==> config.mk <==
export PLATFORM = sky130hd
export DESIGN_NAME = utf8_decode_stream
export DESIGN_NICKNAME = d
export VERILOG_FILES = /design/src/sv/u8d_pkg.sv /design/src/sv/utf8_decode_stream.sv /design/src/sv/u8d_front.sv /design/src/sv/u8d_queue.sv /design/src/sv/u8d_back.sv
export SDC_FILE = /design/constraint.sdc
export NUM_CORES = 1
export LEC_CHECK = 0
export ABC_AREA = 1
export BUFFER_PORTS_ARGS = -buffer_cell sky130_fd_sc_hd__buf_2
export CAP_MARGIN = 15
export CORE_MARGIN = 2
export CORE_UTILIZATION = 45
export CTS_CLUSTER_SIZE = 14
export DETAILED_ROUTE_END_ITERATION = 12
export GPL_ROUTABILITY_DRIVEN = 0
export PLACE_DENSITY = 0.62
export RECOVER_POWER = 25
export SLEW_MARGIN = 20
export SYNTH_ARGS = -nofsm -noshare
export SYNTH_HDL_FRONTEND = slang
export SYNTH_HIERARCHICAL = 1
export SYNTH_SLANG_ARGS = --single-unit
==> constraint.sdc <==
create_clock -name aclk -period 11.15 [get_ports aclk]
set_input_delay 1.115 -clock aclk [delete_from_list [all_inputs] [get_ports aclk]]
set_output_delay 1.115 -clock aclk [all_outputs]
set_load 0.005 [all_outputs]
==> src/sv/u8d_pkg.sv <==
package u8d_pkg;

    // Width of the character count carried in each result item.
    localparam int COUNT_W = 16;
    // Width of a decoded code point.
    localparam int CP_W = 21;

    // Register indexes on the configuration port.
    localparam logic REG_BYTE_LIMIT = 1'b0;
    localparam logic REG_CHAR_LIMIT = 1'b1;

    // Result status codes.
    localparam logic [1:0] ST_CHAR       = 2'd0;
    localparam logic [1:0] ST_NUL        = 2'd1;
    localparam logic [1:0] ST_ILLEGAL    = 2'd2;
    localparam logic [1:0] ST_INCOMPLETE = 2'd3;

    // A classified input byte as it travels from the front end to the back end.
    typedef struct packed {
        logic       start;
        logic       is_cont;
        logic       bad_lead;
        logic [2:0] seq_len;
        logic [6:0] lead_bits;
        logic [5:0] cont_bits;
    } item_t;

endpackage

==> src/sv/utf8_decode_stream.sv <==
// Channel   Direction  Ports                 Contents
// s_        in         tvalid/tready/tdata   tdata[7:0] byte_value; tuser start_req
// m_        out        tvalid/tready/tdata   tdata[20:0] code_point, [36:21] char_count;
//                                            tuser[1:0] status; tlast done_res
// cfg_      in         wen/index/wdata       index 0 byte_limit, 1 char_limit
//
// One byte is accepted per cycle while the queue has room; the byte that completes a
// result waits in the queue, and the result is then held in the output register.
// The two-entry queue between the classifier and the decoder lets the input keep
// flowing while the output is stalled, until the queue is full.
// Reset (aresetn low at a clock edge) empties the queue and output, sets both
// limits to all ones (unlimited) and clears the decoder state.

module utf8_decode_stream #(
    parameter int LIMIT_BITS = 16
) (
    input  logic                  aclk,
    input  logic                  aresetn,
    input  logic                  cfg_wen,
    input  logic                  cfg_index,
    input  logic [LIMIT_BITS-1:0] cfg_wdata,
    input  logic                  s_tvalid,
    output logic                  s_tready,
    input  logic [7:0]            s_tdata,   // [7:0] byte_value
    input  logic                  s_tuser,   // [0] start_req
    output logic                  m_tvalid,
    input  logic                  m_tready,
    output logic [39:0]           m_tdata,   // [20:0] code_point, [36:21] char_count
    output logic [1:0]            m_tuser,   // [1:0] status
    output logic                  m_tlast
);

    u8d_pkg::item_t front_item;
    u8d_pkg::item_t q_item;
    logic           push;
    logic           pop;
    logic           q_not_full;
    logic           q_not_empty;

    u8d_front u_front (
        .s_tvalid (s_tvalid),
        .s_tready (s_tready),
        .s_tdata  (s_tdata),
        .s_tuser  (s_tuser),
        .q_ready  (q_not_full),
        .push     (push),
        .item     (front_item)
    );

    u8d_queue u_queue (
        .aclk      (aclk),
        .aresetn   (aresetn),
        .push      (push),
        .push_item (front_item),
        .not_full  (q_not_full),
        .pop       (pop),
        .pop_item  (q_item),
        .not_empty (q_not_empty)
    );

    u8d_back #(
        .LIMIT_BITS (LIMIT_BITS)
    ) u_back (
        .aclk        (aclk),
        .aresetn     (aresetn),
        .cfg_wen     (cfg_wen),
        .cfg_index   (cfg_index),
        .cfg_wdata   (cfg_wdata),
        .q_not_empty (q_not_empty),
        .q_item      (q_item),
        .pop         (pop),
        .m_tvalid    (m_tvalid),
        .m_tready    (m_tready),
        .m_tdata     (m_tdata),
        .m_tuser     (m_tuser),
        .m_tlast     (m_tlast)
    );

endmodule

==> src/sv/u8d_front.sv <==
module u8d_front (
    input  logic             s_tvalid,
    output logic             s_tready,
    input  logic [7:0]       s_tdata,
    input  logic             s_tuser,
    input  logic             q_ready,
    output logic             push,
    output u8d_pkg::item_t   item
);

    always_comb begin
        item           = '0;
        item.start     = s_tuser;
        item.cont_bits = s_tdata[5:0];
        item.is_cont   = (s_tdata[7:6] == 2'b10);
        // The lead-byte class follows from the run of leading ones.
        unique casez (s_tdata)
            8'b0???_???? : begin
                item.seq_len   = 3'd1;
                item.lead_bits = s_tdata[6:0];
            end
            8'b110?_???? : begin
                item.seq_len   = 3'd2;
                item.lead_bits = {2'b00, s_tdata[4:0]};
            end
            8'b1110_???? : begin
                item.seq_len   = 3'd3;
                item.lead_bits = {3'b000, s_tdata[3:0]};
            end
            8'b1111_0??? : begin
                item.seq_len   = 3'd4;
                item.lead_bits = {4'b0000, s_tdata[2:0]};
            end
            default : begin
                item.bad_lead  = 1'b1;
            end
        endcase
    end

    assign s_tready = q_ready;
    assign push     = s_tvalid && q_ready;

endmodule

==> src/sv/u8d_queue.sv <==
module u8d_queue (
    input  logic             aclk,
    input  logic             aresetn,
    input  logic             push,
    input  u8d_pkg::item_t   push_item,
    output logic             not_full,
    input  logic             pop,
    output u8d_pkg::item_t   pop_item,
    output logic             not_empty
);

    u8d_pkg::item_t mem [0:1];
    logic       wr_ptr_reg;
    logic       rd_ptr_reg;
    logic [1:0] count_reg;
    logic [1:0] count_next;

    always_ff @(posedge aclk) begin
        if (push) begin
            mem[wr_ptr_reg] <= push_item;
        end
    end

    always_comb begin
        count_next = count_reg;
        if (push && !pop) begin
            count_next = count_reg + 2'd1;
        end else if (pop && !push) begin
            count_next = count_reg - 2'd1;
        end
    end

    always_ff @(posedge aclk) begin
        if (!aresetn) begin
            wr_ptr_reg <= 1'b0;
            rd_ptr_reg <= 1'b0;
            count_reg  <= 2'd0;
        end else begin
            if (push) begin
                wr_ptr_reg <= ~wr_ptr_reg;
            end
            if (pop) begin
                rd_ptr_reg <= ~rd_ptr_reg;
            end
            count_reg <= count_next;
        end
    end

    assign pop_item  = mem[rd_ptr_reg];
    assign not_empty = (count_reg != 2'd0);
    assign not_full  = (count_reg != 2'd2);

endmodule

==> src/sv/u8d_back.sv <==
module u8d_back #(
    parameter int LIMIT_BITS = 16
) (
    input  logic                  aclk,
    input  logic                  aresetn,
    input  logic                  cfg_wen,
    input  logic                  cfg_index,
    input  logic [LIMIT_BITS-1:0] cfg_wdata,
    input  logic                  q_not_empty,
    input  u8d_pkg::item_t        q_item,
    output logic                  pop,
    output logic                  m_tvalid,
    input  logic                  m_tready,
    output logic [39:0]           m_tdata,
    output logic [1:0]            m_tuser,
    output logic                  m_tlast
);

    localparam int CountW = u8d_pkg::COUNT_W;
    localparam int CpW    = u8d_pkg::CP_W;

    logic [LIMIT_BITS-1:0] byte_limit_reg;
    logic [LIMIT_BITS-1:0] char_limit_reg;
    logic [LIMIT_BITS-1:0] budget_reg, budget_next;
    logic [LIMIT_BITS-1:0] chars_reg, chars_next;
    logic [2:0]            bytes_left_reg, bytes_left_next;
    logic [CpW-1:0]        acc_reg, acc_next;
    logic                  stopped_reg, stopped_next;

    logic                  m_valid_reg, m_valid_next;
    logic [CpW-1:0]        m_cp_reg;
    logic [1:0]            m_status_reg;
    logic [CountW-1:0]     m_count_reg;
    logic                  m_done_reg;

    // Working values after a start flag has been applied.
    logic [LIMIT_BITS-1:0] eff_budget;
    logic [LIMIT_BITS-1:0] eff_chars;
    logic [LIMIT_BITS-1:0] chars_inc;
    logic [LIMIT_BITS-1:0] len_ext;
    logic [2:0]            eff_left;
    logic [CpW-1:0]        eff_acc;
    logic [CpW-1:0]        acc_shift;
    logic [CpW-1:0]        dlv_cp;
    logic                  eff_stopped;
    logic                  char_finite;
    logic                  budget_finite;
    logic                  do_finish;
    logic                  do_deliver;
    logic [1:0]            fin_status;
    logic                  produce;
    logic [CpW-1:0]        out_cp;
    logic [1:0]            out_status;
    logic [LIMIT_BITS-1:0] out_chars;
    logic                  out_done;

    assign pop = q_not_empty && (!m_valid_reg || m_tready);

    always_ff @(posedge aclk) begin
        if (!aresetn) begin
            byte_limit_reg <= '1;
            char_limit_reg <= '1;
        end else if (cfg_wen) begin
            if (cfg_index == u8d_pkg::REG_BYTE_LIMIT) begin
                byte_limit_reg <= cfg_wdata;
            end else begin
                char_limit_reg <= cfg_wdata;
            end
        end
    end

    always_comb begin
        eff_budget    = q_item.start ? byte_limit_reg : budget_reg;
        eff_chars     = q_item.start ? '0 : chars_reg;
        eff_left      = q_item.start ? 3'd0 : bytes_left_reg;
        eff_acc       = q_item.start ? '0 : acc_reg;
        eff_stopped   = q_item.start ? 1'b0 : stopped_reg;
        char_finite   = !(&char_limit_reg);
        budget_finite = !(&eff_budget);
        len_ext       = LIMIT_BITS'(q_item.seq_len);
        acc_shift     = {eff_acc[CpW-7:0], q_item.cont_bits};
        chars_inc     = (&eff_chars) ? eff_chars : eff_chars + 1'b1;

        bytes_left_next = bytes_left_reg;
        acc_next        = acc_reg;
        budget_next     = budget_reg;
        chars_next      = chars_reg;
        stopped_next    = stopped_reg;
        do_finish       = 1'b0;
        do_deliver      = 1'b0;
        fin_status      = u8d_pkg::ST_ILLEGAL;
        dlv_cp          = acc_shift;

        if (pop) begin
            bytes_left_next = eff_left;
            acc_next        = eff_acc;
            budget_next     = eff_budget;
            chars_next      = eff_chars;
            stopped_next    = eff_stopped;
            if (!eff_stopped) begin
                if (eff_left != 3'd0) begin
                    if (!q_item.is_cont) begin
                        do_finish  = 1'b1;
                        fin_status = u8d_pkg::ST_ILLEGAL;
                    end else begin
                        acc_next        = acc_shift;
                        bytes_left_next = eff_left - 3'd1;
                        do_deliver      = (eff_left == 3'd1);
                    end
                end else if (char_finite && (eff_chars >= char_limit_reg)) begin
                    do_finish  = 1'b1;
                    fin_status = u8d_pkg::ST_INCOMPLETE;
                end else if (q_item.bad_lead) begin
                    do_finish  = 1'b1;
                    fin_status = u8d_pkg::ST_ILLEGAL;
                end else if (budget_finite && (len_ext > eff_budget)) begin
                    do_finish  = 1'b1;
                    fin_status = u8d_pkg::ST_INCOMPLETE;
                end else begin
                    if (budget_finite) begin
                        budget_next = eff_budget - len_ext;
                    end
                    acc_next        = CpW'(q_item.lead_bits);
                    bytes_left_next = q_item.seq_len - 3'd1;
                    dlv_cp          = CpW'(q_item.lead_bits);
                    do_deliver      = (q_item.seq_len == 3'd1);
                end
            end
        end

        // A finished sequence that decodes to zero ends the string like NUL.
        if (do_deliver && (dlv_cp == '0)) begin
            do_deliver = 1'b0;
            do_finish  = 1'b1;
            fin_status = u8d_pkg::ST_NUL;
        end

        produce    = do_finish || do_deliver;
        out_cp     = '0;
        out_status = fin_status;
        out_chars  = eff_chars;
        out_done   = 1'b1;

        if (do_finish) begin
            stopped_next    = 1'b1;
            bytes_left_next = 3'd0;
            acc_next        = '0;
        end else if (do_deliver) begin
            bytes_left_next = 3'd0;
            acc_next        = '0;
            chars_next      = chars_inc;
            out_done        = char_finite && (chars_inc >= char_limit_reg);
            stopped_next    = out_done;
            out_cp          = dlv_cp;
            out_status      = u8d_pkg::ST_CHAR;
            out_chars       = chars_inc;
        end

        if (produce) begin
            m_valid_next = 1'b1;
        end else if (m_tready) begin
            m_valid_next = 1'b0;
        end else begin
            m_valid_next = m_valid_reg;
        end
    end

    always_ff @(posedge aclk) begin
        if (!aresetn) begin
            budget_reg     <= '1;
            chars_reg      <= '0;
            bytes_left_reg <= 3'd0;
            acc_reg        <= '0;
            stopped_reg    <= 1'b0;
            m_valid_reg    <= 1'b0;
        end else begin
            budget_reg     <= budget_next;
            chars_reg      <= chars_next;
            bytes_left_reg <= bytes_left_next;
            acc_reg        <= acc_next;
            stopped_reg    <= stopped_next;
            m_valid_reg    <= m_valid_next;
        end
    end

    always_ff @(posedge aclk) begin
        if (produce) begin
            m_cp_reg     <= out_cp;
            m_status_reg <= out_status;
            m_count_reg  <= CountW'(out_chars);
            m_done_reg   <= out_done;
        end
    end

    assign m_tvalid = m_valid_reg;
    assign m_tdata  = {3'b000, m_count_reg, m_cp_reg};
    assign m_tuser  = m_status_reg;
    assign m_tlast  = m_done_reg;

`ifndef NO_ASSERTIONS
    // Every status other than a plain character ends the conversion.
    a_stop_is_last: assert property (@(posedge aclk) disable iff (!aresetn)
        m_valid_reg && (m_status_reg != u8d_pkg::ST_CHAR) |-> m_done_reg)
        else $error("non-character result without end flag");

    // A character result never carries the value zero.
    a_char_nonzero: assert property (@(posedge aclk) disable iff (!aresetn)
        m_valid_reg && (m_status_reg == u8d_pkg::ST_CHAR) |-> (m_cp_reg != '0))
        else $error("character result with zero code point");

    // Once a conversion ends the decoder is stopped.
    a_end_stops: assert property (@(posedge aclk) disable iff (!aresetn)
        produce && out_done |=> stopped_reg)
        else $error("decoder not stopped after a final item");

    // A stopped decoder holds no sequence in progress.
    a_stop_clears: assert property (@(posedge aclk) disable iff (!aresetn)
        stopped_reg |-> (bytes_left_reg == 3'd0) && (acc_reg == '0))
        else $error("sequence state left over while stopped");

    // An item is only taken from the queue when the output slot can hold it.
    a_pop_room: assert property (@(posedge aclk) disable iff (!aresetn)
        pop |-> q_not_empty && (!m_valid_reg || m_tready))
        else $error("queue read without room at the output");
`endif

endmodule

==> results_dict.tcl <==
set metrics [dict create \
    status "finished with violations" \
    violations "max-capacitance violations, max-slew violations" \
    postPlaceCellArea_um2 9990 \
    drc 0 \
    drt-total-wl_um 23400 \
    path_class "flip-flop to flip-flop" \
    worst-path-max-fanout 55 \
    synth_flop_cell "dfxtp_1" \
    met3_usage_pct 3.42 \
    grt_overflow 0 \
    syn_avg_cell_area_um2 7.89 \
    finalSetupTns_ns 0 \
    cts_tree "done" \
    cts_buffers 17 \
    ir_drop_mv 0.120 \
    synth-seq-cells 167 \
    fin_skew_ns 0.00678 \
    drtPass1Iterations 5 \
    areaGrowthSynthToFinish_pct 9.22 \
    hold_buffers 0 \
    required_ns 11.20 \
    wire_per_inst_um 15.2 \
    yosys_warnings 6 \
    first_global_vias 7551 \
    ctsResizeCount 0 \
    synth.most_common_cell "nand2_1" \
    hold_violations 0 \
    n_fill_cell 2084 \
    yosysSeqAreaShare_pct 42.9 \
    fin_crit_sh_pct 57.7 \
    power_density_nw_per_um2 238 \
    maxSlewViolCount 49 \
    die_y_um 150 \
    port-buffer-count 72 \
    min_period_ns 6.43 \
    leakagePower_nw 4.59 \
    rows 53 \
    die_w_um 150 \
    grt_use_met1_pct 28.3 \
    clock-sinks 167 \
    cts_setup_buffers 0 \
    diodes 0 \
    maxCapViolCount 1 \
    worst_pin_slew_ns 2.22 \
    clock-root-buffer "clkbuf_16" \
    grt-busiest-layer "met2" \
    drive_gt1_share_pct 12.1 \
    ys_top_cells_by_count "nand2_1, inv_1, nor2_1" \
    num_vias 8087 \
    synth_top_cell_area_share_pct 24.3 \
    crit_path_start_kind "flip-flop" \
    avgViaCountPerCell 5.24 \
    grt_max_degree 56 \
    setup_viol 0 \
    finish.instance_area_um2 10500 \
    clk_pin_slew_ns 0.07 \
    fp.coreArea_um2 21000 \
    synth_area_um2 9620 \
    dp.final_hpwl_um 16900 \
    antenna_left 0 \
    hold_path_class "flip-flop to flip-flop" \
    fmax_mhz 155 \
    met2_usage_pct 35.1 \
    drt-initial-drc-count 720 \
    cp-end-kind "flip-flop" \
    final_nets 1330 \
    synth_top_area_cell "edfxtp_1" \
    rsz0062_at_grt "no" \
    dieArea_um2 22600 \
    htreeDepth 4 \
    grt_first_pass_wirelength_um 38000 \
    clockBufferDepth 2 \
    clkLatencyLatePin_ns 0.43 \
    rrSetupSlack_ns 4.72 \
    track_usage_pct 21.4 \
    synth_edf_count 78 \
    initial_core_util_pct 45.8 \
    async_flop_share_pct 0 \
    max-slew-margin-rel_pct -48.0 \
    ys_types 51 \
    worst_ep_arrival_time_ns 6.49 \
    antenna_found_initial 0 \
    pin_count 76 \
    synthTopCellsByArea "edfxtp_1, dfxtp_1, nand2_1, inv_1, nor2_1" \
    largest_register_ffs 38 \
    synth_cells 1219 \
]
-- layout make-up --
class | count | area (µm²) | area share, %
multi-input cells | 823 | 4460 | 42.4
flip-flops and latches | 167 | 4120 | 39.2
inverters | 169 | 638 | 6.07
clock buffers | 17 | 425 | 4.05
repair buffers | 78 | 389 | 3.70
well taps | 275 | 344 | 3.27
clock inverters | 15 | 130 | 1.24
-- placed cells by master (no fill, tap or decap), drive strengths merged, types with 3 or more instances in the layout --
cell type / synthesis / layout
a211oi: 10 / 10
a21oi: 57 / 57
a311oi: 8 / 8
and2: 3 / 3
buf: 34 / 67
clkbuf: 28 / 28
clkinv: 2 / 5
conb: 1 / 3
dfxtp: 89 / 89
edfxtp: 78 / 78
ha: 42 / 42
inv: 167 / 178
mux2: 19 / 19
nand2: 246 / 246
nand3: 59 / 59
nand4: 22 / 22
nor2: 170 / 170
nor3: 28 / 28
nor4: 5 / 5
o211ai: 28 / 28
o21ai: 89 / 89
o22ai: 3 / 3
o311ai: 5 / 5
xor2: 13 / 13
-- critical path: stages, from the launching register on --
cell and delay (ns):
dfxtp_1 0.97, mux2_2 0.30, buf_4 0.50, inv_4 0.21, nand2_1 0.11, o21ai_0 0.15
ha_1 0.25, fa_1 0.40, nor2_1 0.24, nor2_1 0.10, nand3_1 0.11, nor2_2 0.07
nor2_4 0.31, nand2_2 0.36, nor2_2 0.37, a21oi_1 0.15, nor2_2 0.53, inv_2 0.13
nand2_2 0.74
-- metrics by stage --
step	cells	hold WS [ns]	setup slack [ns]	utilization (%)	power, mW
final	1544	0.465	4.72	50.0	2.50
after global routing	1544	0.489	4.24	50.0	2.69
after CTS	1544	0.470	4.74	50.2	2.51
after detailed placement	1512	0.452	4.78	47.5	1.94
after global placement	1512	0.450	5.01	47.5	1.93
after floorplan	1221	0.424	6.67	-	1.69
-- routing by layer --
layer	share of wire [%]	wire [µm]	vias up
li1	-	-	4104
met1	45	10600	3693
met2	47	11000	238
met3	4.7	1090	52
met4	2.9	677	0
met5	0	0	-
-- power by group --
part / internal (mW) / switching, mW / leakage (nW)
clock: 0.295 / 0.270 / 0.276
combinational: 0.329 / 0.699 / 2.84
sequential: 0.837 / 0.0669 / 1.47
total: 1.46 / 1.04 / 4.59
-- final timing paths --
| check | start | to | depth (start not counted) |
|---|---|---|---|
| worst max-delay path | flip-flop | u_back/m_cp_reg[3] | 18 |
| worst max register to register | flip-flop | u_back/m_cp_reg[3] | 18 |
| worst min register to register | u_back/byte_limit_reg[3] | u_back/byte_limit_reg[3] | 2 |
| worst min-delay path | u_back/byte_limit_reg[3] | u_back/byte_limit_reg[3] | 2 |
-- cells by family (layout without fill, tap and decap cells) --
group | after synthesis | after routing | share of synthesized area, %
AO/OA/AOI/OAI | 210 | 210 | 12.9
other | 1 | 3 | 0.0390
multiplexers | 19 | 19 | 2.61
buffers and inverters | 231 | 279 | 10.7
XOR/XNOR | 14 | 14 | 1.27
adder cells (fa/ha/maj) | 43 | 43 | 5.67
AND/OR/NAND/NOR | 534 | 534 | 24.0
flip-flops | 167 | 167 | 42.9
Note: power is estimated with default switching activity, not from simulation.
